**src/hw/rtl/stki_pkg.sv**
```systemverilog
`timescale 1ns / 1ps
package stki_pkg;

  // Default table and vector depths
  localparam int STKI_MAX_ENTRIES = 64;
  localparam int STKI_MAX_COORDS  = 16;

  // Field widths
  localparam int KIND_W    = 2;
  localparam int DATA_W    = 32;
  localparam int SLOT_W    = 6;
  localparam int ENTRIES_W = 7;
  localparam int COORDS_W  = 5;
  localparam int CFG_IDX_W = 2;
  localparam int CFG_DAT_W = 7;

  // Reset values of the configuration registers
  localparam logic [ENTRIES_W-1:0] ENTRIES_RST = 7'd64;
  localparam logic [COORDS_W-1:0]  COORDS_RST  = 5'd16;

  // Configuration register indexes
  localparam logic [CFG_IDX_W-1:0] CFG_ENTRIES = 2'd0;
  localparam logic [CFG_IDX_W-1:0] CFG_COORDS  = 2'd1;

  // Item kinds
  typedef enum logic [KIND_W-1:0] {
    KIND_LOAD  = 2'd0,
    KIND_OFFER = 2'd1,
    KIND_READ  = 2'd2
  } kind_t;

  // Controller states
  typedef enum logic [4:0] {
    S_IDLE,
    S_FULL_RD,
    S_FULL_CMP,
    S_SRCH_RD,
    S_SRCH_CMP,
    S_SHIFT_SETUP,
    S_KSH,
    S_KSH_END,
    S_VSH,
    S_VSH_END,
    S_KWR,
    S_VWR,
    S_VWR_END,
    S_BEST_RD,
    S_BEST_LD,
    S_RD_KEY,
    S_RD_KEY_LD,
    S_RD_VEC,
    S_RD_VEC_LD,
    S_RES
  } state_t;

endpackage

```
**src/hw/rtl/stki_ctrl.sv**
```systemverilog
`timescale 1ns / 1ps
module stki_ctrl #(
  parameter int MAX_ENTRIES = stki_pkg::STKI_MAX_ENTRIES,
  parameter int MAX_COORDS  = stki_pkg::STKI_MAX_COORDS,
  localparam int AW  = $clog2(MAX_ENTRIES),
  localparam int EW  = $clog2(MAX_ENTRIES + 1),
  localparam int CAW = (MAX_COORDS > 1) ? $clog2(MAX_COORDS) : 1,
  localparam int CW  = $clog2(MAX_COORDS + 1),
  localparam int VAW = $clog2(MAX_ENTRIES * MAX_COORDS)
) (
  input  logic                               clk,
  input  logic                               rst_n,
  // effective configuration
  input  logic [EW-1:0]                      cap,
  input  logic [CW-1:0]                      nc,
  // input items
  input  logic                               in_valid,
  output logic                               in_ready,
  input  logic [stki_pkg::KIND_W-1:0]        in_kind,
  input  logic signed [stki_pkg::DATA_W-1:0] in_key,
  input  logic signed [stki_pkg::DATA_W-1:0] in_coord,
  input  logic                               in_coord_last,
  // results
  output logic                               out_valid,
  input  logic                               out_ready,
  output logic                               out_accepted,
  output logic [stki_pkg::SLOT_W-1:0]        out_slot,
  output logic signed [stki_pkg::DATA_W-1:0] out_best_key,
  output logic signed [stki_pkg::DATA_W-1:0] out_best_coord,
  output logic                               out_out_last,
  // table memories
  output logic                               k_we,
  output logic [AW-1:0]                      k_waddr,
  output logic [stki_pkg::DATA_W-1:0]        k_wdata,
  output logic                               k_re,
  output logic [AW-1:0]                      k_raddr,
  input  logic [stki_pkg::DATA_W-1:0]        k_rdata,
  output logic                               v_we,
  output logic [VAW-1:0]                     v_waddr,
  output logic [stki_pkg::DATA_W-1:0]        v_wdata,
  output logic                               v_re,
  output logic [VAW-1:0]                     v_raddr,
  input  logic [stki_pkg::DATA_W-1:0]        v_rdata
);
  import stki_pkg::*;

  state_t state_r, state_nxt;

  // control state
  logic [EW-1:0]  filled_r, filled_nxt;
  logic [CW-1:0]  ci_r, ci_nxt;
  logic           out_valid_r, out_valid_nxt;
  logic           wp_r, wp_nxt;
  logic           rdo_r, rdo_nxt;

  // working registers
  logic signed [DATA_W-1:0] key_r, key_nxt;
  logic [CW-1:0]  cnt_r, cnt_nxt;
  logic           inc_r, inc_nxt;
  logic           acc_r, acc_nxt;
  logic [EW-1:0]  lo_r, lo_nxt, hi_r, hi_nxt;
  logic [AW-1:0]  mid_r, mid_nxt;
  logic [AW-1:0]  pos_r, pos_nxt;
  logic [AW-1:0]  dst_last_r, dst_last_nxt;
  logic [AW-1:0]  ksrc_r, ksrc_nxt, ka_r, ka_nxt;
  logic [VAW-1:0] vsrc_r, vsrc_nxt, vend_r, vend_nxt, va_r, va_nxt;
  logic [CAW-1:0] j_r, j_nxt, wj_r, wj_nxt;
  logic           wz_r, wz_nxt;
  logic [DATA_W-1:0] bk_r, bk_nxt;

  // result register
  logic                     o_acc_r, o_acc_nxt;
  logic [SLOT_W-1:0]        o_slot_r, o_slot_nxt;
  logic signed [DATA_W-1:0] o_bk_r, o_bk_nxt;
  logic signed [DATA_W-1:0] o_bc_r, o_bc_nxt;
  logic                     o_last_r, o_last_nxt;

  // candidate buffer
  logic [DATA_W-1:0] cand_mem [MAX_COORDS];
  logic [DATA_W-1:0] c_rdata;
  logic              c_we, c_re;
  logic [CAW-1:0]    c_raddr;

  // shared decisions
  logic          in_fire, is_coord, ci_room, room, srch_done, rd_less, cand_less;
  logic [EW-1:0] filled_c;
  logic [EW:0]   mid_sum;
  logic          rd_last;

  assign in_ready  = (state_r == S_IDLE);
  assign in_fire   = in_valid && in_ready;
  assign is_coord  = (in_kind == KIND_LOAD) || (in_kind == KIND_OFFER);
  assign ci_room   = (ci_r < nc);
  assign filled_c  = (filled_r > cap) ? cap : filled_r;
  assign room      = (filled_c < cap);
  assign srch_done = (lo_r >= hi_r);
  assign mid_sum   = {1'b0, lo_r} + {1'b0, hi_r};
  assign rd_less   = ($signed(k_rdata) < key_r);
  assign cand_less = (key_r < $signed(k_rdata));
  assign rd_last   = (CW'(j_r) == nc - CW'(1));

  // candidate buffer write and registered read
  assign c_we = in_fire && is_coord && ci_room;
  always_ff @(posedge clk) begin
    if (c_we) begin
      cand_mem[ci_r[CAW-1:0]] <= in_coord;
    end
    if (c_re) begin
      c_rdata <= cand_mem[c_raddr];
    end
  end

  // next state
  always_comb begin
    state_nxt = state_r;
    case (state_r)
      S_IDLE: begin
        if (in_fire) begin
          if (is_coord && in_coord_last) begin
            if (room) begin
              state_nxt = S_SRCH_RD;
            end else if (in_kind == KIND_OFFER) begin
              state_nxt = S_FULL_RD;
            end else begin
              state_nxt = S_BEST_RD;
            end
          end else if (in_kind == KIND_READ) begin
            state_nxt = (filled_c == '0) ? S_RES : S_RD_KEY;
          end
        end
      end
      S_FULL_RD:     state_nxt = S_FULL_CMP;
      S_FULL_CMP:    state_nxt = cand_less ? S_SRCH_RD : S_BEST_RD;
      S_SRCH_RD:     state_nxt = srch_done ? S_SHIFT_SETUP : S_SRCH_CMP;
      S_SRCH_CMP:    state_nxt = S_SRCH_RD;
      S_SHIFT_SETUP: state_nxt = (dst_last_r > pos_r) ? S_KSH : S_KWR;
      S_KSH:         state_nxt = (ksrc_r == pos_r) ? S_KSH_END : S_KSH;
      S_KSH_END:     state_nxt = S_VSH;
      S_VSH:         state_nxt = (vsrc_r == vend_r) ? S_VSH_END : S_VSH;
      S_VSH_END:     state_nxt = S_KWR;
      S_KWR:         state_nxt = S_VWR;
      S_VWR:         state_nxt = (j_r == CAW'(MAX_COORDS - 1)) ? S_VWR_END : S_VWR;
      S_VWR_END:     state_nxt = S_BEST_RD;
      S_BEST_RD:     state_nxt = S_BEST_LD;
      S_BEST_LD:     state_nxt = S_RES;
      S_RD_KEY:      state_nxt = S_RD_KEY_LD;
      S_RD_KEY_LD:   state_nxt = S_RD_VEC;
      S_RD_VEC:      state_nxt = S_RD_VEC_LD;
      S_RD_VEC_LD:   state_nxt = S_RES;
      S_RES: begin
        if (out_ready) begin
          state_nxt = (rdo_r && !o_last_r) ? S_RD_VEC : S_IDLE;
        end
      end
      default:       state_nxt = S_IDLE;
    endcase
  end

  // datapath and memory control
  always_comb begin
    filled_nxt    = filled_c;
    ci_nxt        = ci_r;
    out_valid_nxt = out_valid_r;
    wp_nxt        = wp_r;
    rdo_nxt       = rdo_r;
    key_nxt       = key_r;
    cnt_nxt       = cnt_r;
    inc_nxt       = inc_r;
    acc_nxt       = acc_r;
    lo_nxt        = lo_r;
    hi_nxt        = hi_r;
    mid_nxt       = mid_r;
    pos_nxt       = pos_r;
    dst_last_nxt  = dst_last_r;
    ksrc_nxt      = ksrc_r;
    ka_nxt        = ka_r;
    vsrc_nxt      = vsrc_r;
    vend_nxt      = vend_r;
    va_nxt        = va_r;
    j_nxt         = j_r;
    wj_nxt        = wj_r;
    wz_nxt        = wz_r;
    bk_nxt        = bk_r;
    o_acc_nxt     = o_acc_r;
    o_slot_nxt    = o_slot_r;
    o_bk_nxt      = o_bk_r;
    o_bc_nxt      = o_bc_r;
    o_last_nxt    = o_last_r;
    k_we    = 1'b0;
    k_waddr = ka_r;
    k_wdata = k_rdata;
    k_re    = 1'b0;
    k_raddr = '0;
    v_we    = 1'b0;
    v_waddr = va_r;
    v_wdata = v_rdata;
    v_re    = 1'b0;
    v_raddr = '0;
    c_re    = 1'b0;
    c_raddr = j_r;
    case (state_r)
      S_IDLE: begin
        if (in_fire && is_coord) begin
          ci_nxt = ci_room ? ci_r + CW'(1) : ci_r;
          if (in_coord_last) begin
            ci_nxt       = '0;
            cnt_nxt      = ci_room ? ci_r + CW'(1) : ci_r;
            key_nxt      = in_key;
            acc_nxt      = 1'b0;
            inc_nxt      = room;
            lo_nxt       = '0;
            hi_nxt       = room ? filled_c : cap;
            dst_last_nxt = room ? AW'(filled_c) : AW'(cap - EW'(1));
          end
        end else if (in_fire && (in_kind == KIND_READ)) begin
          rdo_nxt = 1'b0;
          if (filled_c == '0) begin
            o_acc_nxt     = 1'b0;
            o_slot_nxt    = '0;
            o_bk_nxt      = '0;
            o_bc_nxt      = '0;
            o_last_nxt    = 1'b1;
            out_valid_nxt = 1'b1;
          end else begin
            rdo_nxt = 1'b1;
          end
        end
      end
      // full table: compare with the worst entry
      S_FULL_RD: begin
        k_re    = 1'b1;
        k_raddr = AW'(cap - EW'(1));
      end
      // binary search, lower bound
      S_SRCH_RD: begin
        mid_nxt = AW'(mid_sum >> 1);
        k_re    = !srch_done;
        k_raddr = AW'(mid_sum >> 1);
        if (srch_done) begin
          pos_nxt = AW'(lo_r);
        end
      end
      S_SRCH_CMP: begin
        if (rd_less) begin
          lo_nxt = EW'(mid_r) + EW'(1);
        end else begin
          hi_nxt = EW'(mid_r);
        end
      end
      S_SHIFT_SETUP: begin
        ksrc_nxt = dst_last_r - AW'(1);
        vsrc_nxt = VAW'(dst_last_r) * VAW'(MAX_COORDS) - VAW'(1);
        vend_nxt = VAW'(pos_r) * VAW'(MAX_COORDS);
        wp_nxt   = 1'b0;
      end
      // keys move down one slot; each key is written in the cycle after it is read
      S_KSH: begin
        k_re     = 1'b1;
        k_raddr  = ksrc_r;
        k_we     = wp_r;
        ka_nxt   = ksrc_r + AW'(1);
        wp_nxt   = 1'b1;
        ksrc_nxt = ksrc_r - AW'(1);
      end
      S_KSH_END: begin
        k_we   = 1'b1;
        wp_nxt = 1'b0;
      end
      // vector words move down one row
      S_VSH: begin
        v_re     = 1'b1;
        v_raddr  = vsrc_r;
        v_we     = wp_r;
        va_nxt   = vsrc_r + VAW'(MAX_COORDS);
        wp_nxt   = 1'b1;
        vsrc_nxt = vsrc_r - VAW'(1);
      end
      S_VSH_END: begin
        v_we   = 1'b1;
        wp_nxt = 1'b0;
      end
      S_KWR: begin
        k_we    = 1'b1;
        k_waddr = pos_r;
        k_wdata = key_r;
        j_nxt   = '0;
        wp_nxt  = 1'b0;
      end
      // candidate copied into its row, unused words zero
      S_VWR: begin
        c_re    = 1'b1;
        v_we    = wp_r;
        v_waddr = vend_r + VAW'(wj_r);
        v_wdata = wz_r ? '0 : c_rdata;
        wj_nxt  = j_r;
        wz_nxt  = (CW'(j_r) >= cnt_r);
        wp_nxt  = 1'b1;
        j_nxt   = j_r + CAW'(1);
      end
      S_VWR_END: begin
        v_we    = 1'b1;
        v_waddr = vend_r + VAW'(wj_r);
        v_wdata = wz_r ? '0 : c_rdata;
        wp_nxt  = 1'b0;
        acc_nxt = 1'b1;
        if (inc_r) begin
          filled_nxt = filled_c + EW'(1);
        end
      end
      S_BEST_RD: begin
        k_re    = 1'b1;
        k_raddr = '0;
      end
      S_BEST_LD: begin
        o_acc_nxt     = acc_r;
        o_slot_nxt    = acc_r ? SLOT_W'(pos_r) : '0;
        o_bk_nxt      = k_rdata;
        o_bc_nxt      = '0;
        o_last_nxt    = 1'b1;
        out_valid_nxt = 1'b1;
        rdo_nxt       = 1'b0;
      end
      // readout of the best vector
      S_RD_KEY: begin
        k_re    = 1'b1;
        k_raddr = '0;
        j_nxt   = '0;
      end
      S_RD_KEY_LD: begin
        bk_nxt = k_rdata;
      end
      S_RD_VEC: begin
        v_re    = 1'b1;
        v_raddr = VAW'(j_r);
      end
      S_RD_VEC_LD: begin
        o_acc_nxt     = 1'b0;
        o_slot_nxt    = '0;
        o_bk_nxt      = bk_r;
        o_bc_nxt      = v_rdata;
        o_last_nxt    = rd_last;
        out_valid_nxt = 1'b1;
      end
      S_RES: begin
        if (out_ready) begin
          out_valid_nxt = 1'b0;
          j_nxt         = j_r + CAW'(1);
        end
      end
      default: begin
      end
    endcase
  end

  // control registers
  always_ff @(posedge clk) begin
    if (!rst_n) begin
      state_r     <= S_IDLE;
      filled_r    <= '0;
      ci_r        <= '0;
      out_valid_r <= 1'b0;
      wp_r        <= 1'b0;
      rdo_r       <= 1'b0;
    end else begin
      state_r     <= state_nxt;
      filled_r    <= filled_nxt;
      ci_r        <= ci_nxt;
      out_valid_r <= out_valid_nxt;
      wp_r        <= wp_nxt;
      rdo_r       <= rdo_nxt;
    end
  end

  // payload registers
  always_ff @(posedge clk) begin
    key_r      <= key_nxt;
    cnt_r      <= cnt_nxt;
    inc_r      <= inc_nxt;
    acc_r      <= acc_nxt;
    lo_r       <= lo_nxt;
    hi_r       <= hi_nxt;
    mid_r      <= mid_nxt;
    pos_r      <= pos_nxt;
    dst_last_r <= dst_last_nxt;
    ksrc_r     <= ksrc_nxt;
    ka_r       <= ka_nxt;
    vsrc_r     <= vsrc_nxt;
    vend_r     <= vend_nxt;
    va_r       <= va_nxt;
    j_r        <= j_nxt;
    wj_r       <= wj_nxt;
    wz_r       <= wz_nxt;
    bk_r       <= bk_nxt;
    o_acc_r    <= o_acc_nxt;
    o_slot_r   <= o_slot_nxt;
    o_bk_r     <= o_bk_nxt;
    o_bc_r     <= o_bc_nxt;
    o_last_r   <= o_last_nxt;
  end

  assign out_valid      = out_valid_r;
  assign out_accepted   = o_acc_r;
  assign out_slot       = o_slot_r;
  assign out_best_key   = o_bk_r;
  assign out_best_coord = o_bc_r;
  assign out_out_last   = o_last_r;

  // a pending result blocks new items
  a_res_blocks_in: assert property (@(posedge clk) disable iff (!rst_n)
    out_valid_r |-> !in_ready)
    else $error("item taken while a result is pending");

  // fill level stays within the table
  a_filled_range: assert property (@(posedge clk) disable iff (!rst_n)
    filled_r <= EW'(MAX_ENTRIES))
    else $error("fill count beyond table depth");

  // no read and write of the same key entry in one cycle
  a_key_rw: assert property (@(posedge clk) disable iff (!rst_n)
    (k_we && k_re) |-> (k_waddr != k_raddr))
    else $error("key store read and write collide");

  // final result transfer returns to idle
  a_last_idle: assert property (@(posedge clk) disable iff (!rst_n)
    (state_r == S_RES && out_ready && o_last_r) |=> (state_r == S_IDLE))
    else $error("controller did not return to idle");

  // coordinate counter stays within the buffer
  a_ci_range: assert property (@(posedge clk) disable iff (!rst_n)
    ci_r <= CW'(MAX_COORDS))
    else $error("coordinate index beyond buffer depth");

endmodule

```
**config.mk**
```make
export PLATFORM = sky130hd
export DESIGN_NAME = stki_ctrl
export DESIGN_NICKNAME = d
export VERILOG_FILES = /design/src/hw/rtl/stki_pkg.sv /design/src/hw/rtl/stki_ctrl.sv
export SDC_FILE = /design/constraint.sdc
export NUM_CORES = 1
export LEC_CHECK = 0
export ABC_AREA = 1
export BUFFER_PORTS_ARGS = -buffer_cell sky130_fd_sc_hd__buf_2
export CELL_PAD_IN_SITES_DETAIL_PLACEMENT = 0
export CELL_PAD_IN_SITES_GLOBAL_PLACEMENT = 1
export CORE_MARGIN = 2
export CORE_UTILIZATION = 44
export CTS_CLUSTER_DIAMETER = 40
export DETAILED_ROUTE_END_ITERATION = 10
export GPL_TIMING_DRIVEN = 0
export HOLD_SLACK_MARGIN = 0.1
export PLACE_DENSITY_LB_ADDON = 0.1
export SYNTH_ARGS = -nofsm -noshare
export SYNTH_HDL_FRONTEND = slang
export SYNTH_SLANG_ARGS = --single-unit
export TNS_END_PERCENT = 100
```
**constraint.sdc**
```tcl
create_clock -name clk -period 4.05 [get_ports clk]
set_clock_uncertainty 0.1 [all_clocks]
set_input_delay 0.405 -clock clk [delete_from_list [all_inputs] [get_ports clk]]
set_output_delay 0.405 -clock clk [all_outputs]
set_load 0.02 [all_outputs]
```
-- Yosys cells after proc, flatten, opt, wreduce, memory -nomap -nowiden
Memory sizes are Yosys's and may differ from the RTL's. A register that Yosys moved wholly into a read port is not among the register bits.
Cells that the tools add are included.
- bits in registers: 242
- memory bits (writable): 512
- input port bits: 147
- output and inout port bits: 174
- logic and storage cells: 205
- memories kept: 1
- add/subtract/negate cells: 14
- magnitude comparators: 8
- equality and inequality tests: 35
- multiplexer cells: 76
- reductions and logical operators: 42
- memory list (name ; depth ; width ; rd ports ; clocked after Yosys merged registers in ; write ports ; RTL line ; text):
    cand_mem ; 16 ; 32 ; 1 ; 1 ; 1 ; stki_ctrl.sv:79 ; logic [DATA_W-1:0] cand_mem [MAX_COORDS];
- operators by type and width (cell ; number):
    $mux W32 ; 6
    $pmux W32 S3 ; 2
    $pmux W5 S19 ; 1
    $mux W7 ; 10
    $lt A32 B32 Y1 ; 2
    $eq A5 B4 Y1 const B ; 8
    $mux W5 ; 8
    $pmux W10 S2 ; 2
    $mux W6 ; 6
    $pmux W6 S3 ; 2
    $pmux W7 S2 ; 2
    $eq A5 B3 Y1 const B ; 4
    $eq A5 B5 Y1 const B ; 4
    $mux W4 ; 5
    $sub A10 B1 Y10 const B ; 2
    $mux W1 ; 19
    $sub A6 B1 Y6 const B ; 3
    $reduce_or A2 Y1 ; 7
    $pmux W1 S2 ; 6
    $pmux W4 S3 ; 1
    $pmux W6 S2 ; 1
    $reduce_and A3 Y1 ; 4
    $reduce_and A4 Y1 ; 3
    $reduce_bool A2 Y1 ; 6
    41 further kinds ; 61

-- Longest topological paths before layout
- depth after elaboration: 8
- gate-level depth with buffers: 25
- gate-level depth less buffers: 24

-- Worst setup path before layout
Ideal clock, no wire load.
- path type: input-to-reg
- from: input cap[6]
- to: register o_acc_r, in the netlist out_accepted, enable pin
- library setup time: 426 ps
- arrival: 3586 ps
- required time: 3524 ps
- path slack: -62 ps
- stages on the path: 18
- path buffers: 1
- cells stage by stage: inv_1 ha_1 a21o_1 nor2_2 nand2_2 nand2_4 buf_12 inv_6 nor2_2 a21oi_4 inv_1 ha_1 nand2_1 nor2_2 nand3_2 nand2_1 nand4_1 inv_1
- longest elaborated chain between the ends: 5
- ends and longest elaborated chain (item ; RTL line ; text):
    start, declared ; stki_ctrl.sv:14 ; input logic [EW-1:0] cap,
    $gt A7 B7 Y1 ; stki_ctrl.sv:94 ; assign filled_c = (filled_r > cap) ? cap : filled_r;
    $mux W7 * ; stki_ctrl.sv:94 ;
    $logic_not A7 Y1 * ; stki_ctrl.sv:217 ; if (filled_c == '0) begin
    $ne A2 B1 Y1 (no source line) * ; n/a ;
    $reduce_and A4 Y1 (no source line) * ; n/a ;
    end signal, assigned ; stki_ctrl.sv:394 ; o_acc_r <= o_acc_nxt;
    end, declared ; stki_ctrl.sv:72 ; logic o_acc_r, o_acc_nxt;
Every way passes the cells marked *; elsewhere a longest branch is shown, timed or not.
A chain may end at the register's enable or synchronous reset.

-- Worst setup path in the final report
- from: register j_r[0], in the netlist c_raddr[0]
- to: output v_raddr[0]
- longest elaborated chain between the ends: 1
- ends and longest elaborated chain (item ; RTL line ; text):
    start, declared ; stki_ctrl.sv:67 ; logic [CAW-1:0] j_r, j_nxt, wj_r, wj_nxt;
    start signal, assigned ; stki_ctrl.sv:390 ; j_r <= j_nxt;
    $pmux W10 S2 ; stki_ctrl.sv:201 ; case (state_r)
    end, declared ; stki_ctrl.sv:42 ; output logic [VAW-1:0] v_raddr,
No other way between the ends.

==> impl_summary.txt <==
----------------------------------------------------
[Global routing]
  First-pass GRT wire length ... 156000 µm
  Congestion Overflow GR ... 0
  Number of global-route vias before repair ... roughly 24000
  Antenna violations before repair ... 9
  Largest net degree at the start of global routing ... 41
  All-layer global routing usage ... 26.9%

[Detailed routing]
  Via total after detailed routing ... between 20000 and 25000
  Routed wire per std cell ... 23.8 µm
  Remaining DRCs ... 0
  DR iter-0 viols ... 2125
  Detail-routed via count per cell ... between 5 and 6
  Detail Route Antenna Nets ... 0
  Detailed Route WL ... 107000 µm
  Number of iterations in the first detailed-routing pass ... 5

[Synthesis]
  Post-synthesis instance area ... 33900 µm²
  Post-Syn Area per Cell ... approximately 12 µm²
  Synthesized Nets ... between 3000 and 4000
  Post-synth top area share ... about 68%
  FF+latch count, synth ... between 700 and 800
  Largest cells by area after synthesis ... sky130_fd_sc_hd__edfxtp_1, sky130_fd_sc_hd__nor2_1, sky130_fd_sc_hd__o21ai_0, sky130_fd_sc_hd__nand2_1, sky130_fd_sc_hd__ha_1
  Seq/Total Area, Yosys ... between 60% and 70%
  Cell variety after synth ... 57
  Synthesis warning total ... 0
  Cell type with the largest total area after synthesis ... sky130_fd_sc_hd__edfxtp_1
  Post-synthesis instance total ... between 2000 and 3000

[Clocking]
  Source-to-sink clock delay at the later pin of the worst-skew pair ... 0.67 ns
  Total clock buffers created by CTS ... around 120
  Clock transition at path regs ... ~0.06 ns
  Number of buffers on the longest clock path ... 3
  CTS H-tree depth ... 3
  Library cell used as clock root buffer ... sky130_fd_sc_hd__clkbuf_16
  CTS tree ... done
  Count of clock tree sinks ... just under 800

[Cells and area]
  Post-route cell area ... between 40000 and 50000 µm²
  Fraction of final layout cells with drive strength greater than 1 ... 18.6%
  Net total in the final layout ... roughly 3600
  Filler-free cell count of the finished design ... between 4000 and 5000
  Final Util ... approximately 56%
  Number of inserted filler cells in the final layout ... 6475
  Commonest non-fill, non-tap cell in the layout ... sky130_fd_sc_hd__edfxtp_1
  Commonest cells after routing, fill and taps aside ... sky130_fd_sc_hd__edfxtp_1, sky130_fd_sc_hd__nor2_1, sky130_fd_sc_hd__buf_2
  Area growth from synthesis to layout ... 26.3%

[Power and ir drop]
  PD cells ... around 560 nW/µm²
  Leak pwr ... between 15 and 20 nW
  VDD IR-drop max ... ~0.36 mV

[Die]
  Vert. Die Dim ... around 280 µm
  Row cnt ... about 100
  Area of the placeable core ... 76200 µm²
  Initial Util ... between 40 and 50%
  Number of top-level pins ... ~320
  Overall die area ... slightly below 80000 µm²
  Die W ... approximately 280 µm

[Timing]
  Final critical-path required period ... between 3 and 4 ns
  Hold_ws ... between 0.15 and 0.2 ns
  Hold Vio Cnt, Final ... 0
  Number of endpoints failing setup at the final stage ... 0
  Unrepaired setup endpoints after global routing ... no
  Part of the cycle the worst path needs ... a little over nine tenths
  Transition time at the pin with the least slew margin ... about 1.2 ns
  Pins Over Slew Limit ... 0
  Slack of the critical path ... 0.155 ns
  FMAX ... 257 MHz
  Relative max-transition margin ... ~16%

[Critical path]
  Kind of capture point of the worst setup path ... output port
  Worst-case reg-to-reg path depth ... 19
  Setup slack of the most critical reg-to-reg path ... around 0.35 ns
  Crit path launch type ... flip-flop
  R2r endpoint ... out_best_coord[1]
  Critical path type ... reg2out
  Critical R2R Launch ... filled_r[6]
  Highest net fanout along the worst path ... 10
  Arrival time reported for the critical path endpoint ... 3.39 ns
  Required time at the worst-slack endpoint ... roughly 3.5 ns

[Flow run]
  Count of max-cap constraint violations ... 0

[Placement]
  Final RePlAce weighted congestion ... 0.895
  Hpwl dp ... just under 80000 µm
  Worst setup slack before clock tree synthesis ... -0.358 ns
  IO buf count ... 320
  Post-DP Area ... approximately 37000 µm²
  Count of placed standard cells including taps ... ~4100

[Worst hold path]
  Min-Delay Path Depth ... 4
  Worst hold endpoint ... ci_r[1]
  Type of the most critical hold path ... in2reg
  Worst hold path startpoint ... in_coord_last

[Outcome]
  Run status ... finished clean

----------------------------------------------------
## metrics by stage
stage | TNS [ns] | power [mW]
floorplan | 0 | 12.4
global placement | -610.08 | 14.0
detailed placement | -16.42 | 14.1
CTS | 0 | 24.3
global route | 0 | 25.0
finish | 0 | 24.2
## cells by family after synthesis
family                     share of synthesized area, %
xor gates and xnor gates                           1.03
muxes                                              1.77
buffers and inverters                              4.17
DFF                                                69.0
adders and majority gates                          3.34
AOI/OAI and AO/OA                                  9.53
and+or+nand+nor                                    11.2
## per-layer routing
layer / GRT usage, % / vias to the layer above / part of all wire (%)
li1: - / 11300 / -
met1: 34.3 / 12100 / 41
met2: 45.7 / 946 / 48
met3: 5.36 / 217 / 7.1
met4: 9.94 / 6 / 3.8
met5: 0 / - / 0.034
## report_power, final
part / total, mW / internal (mW) / leakage (nW) / switching [mW]
Sequential: 10.1 / 9.88 / 7.11 / 0.260
Clock: 10.1 / 6.31 / 1.90 / 3.83
Combinational: 3.91 / 1.09 / 7.01 / 2.81
## cell usage after synthesis (all sizes together)
cell     number
a21o          3
inv         219
buf          40
xnor2         7
o22ai         4
fa            1
a22o          1
a31oi         8
clkbuf       95
a22oi         1
a21boi        1
mux2i        51
nor2        442
o211ai       19
a221oi        1
nor3         19
dfxtp        20
o41ai         1
nand3b        1
o21a          5
o21bai        1
edfxtp      766
o31ai         3
xor2         33
nand3       122
a221o         1
nand4        19
o32ai        77
nand2       309
mux2          8
o221ai       53
o2111ai       1
a21oi        60
nor3b         2
nor4          4
ha           89
clkinv        3
o21ai       276
or2           5
## repair_timing
item,in CTS,in global routing
buffers inserted,0,6
resized for setup,2,5
hold buffers,138,0
pin swaps,1,1
gates cloned,0,1
endpoints found under the hold margin,655,0
endpoints found under the setup margin,3,82
## area by class of cell
| class | count | area (µm²) | share of cell area, % |
|---|---|---|---|
| timing repair inverter | 1 | 7.51 | 0.0175 |
| clock buffer | 126 | 2970 | 6.93 |
| timing repair buffer | 484 | 3500 | 8.17 |
| antenna | 6 | 15.0 | 0.0350 |
| sequential | 786 | 23400 | 54.6 |
| tap | 1030 | 1290 | 3.01 |
| clock inverter | 93 | 1000 | 2.34 |
| multi-input combinational | 1628 | 9260 | 21.6 |
| inverter | 222 | 842 | 1.96 |
| buffer | 135 | 579 | 1.35 |
## flip-flops by register name, summed over array words and instances (netlist names), 7 cells and up
| name | cells |
|---|---|
| vsrc_r | 10 |
| key_r | 32 |
| bk_r | 32 |
| cand_mem | 512 |
| out_best_key | 32 |
| hi_r | 7 |
| c_rdata | 32 |
| va_r | 10 |
| lo_r | 7 |
| out_best_coord | 32 |
| filled_r | 7 |
## critical path: stages (launching register included)
cell	delay (ns)
sky130_fd_sc_hd__edfxtp_1	0.40
sky130_fd_sc_hd__buf_2	0.27
sky130_fd_sc_hd__buf_4	0.25
sky130_fd_sc_hd__inv_2	0.21
sky130_fd_sc_hd__buf_2	0.34
sky130_fd_sc_hd__clkbuf_1	0.60
sky130_fd_sc_hd__o21ai_0	0.38
sky130_fd_sc_hd__buf_2	0.26
## worst max-delay path by stage
stage	from	endpoint	slack [ns]	cells past startpoint
after floorplan	cap[4]	out_accepted	0.29	19
after global placement	state_r[0]	key_r[15]	-1.25	8
after detailed placement	cap[2]	out_best_coord[8]	-0.36	23
after CTS	state_r[3]	v_wdata[26]	0.01	11
after global routing	filled_r[6]	out_best_coord[8]	0.06	19
final	c_raddr[0]	v_raddr[0]	0.16	7
(Power assumes the default switching activity.)
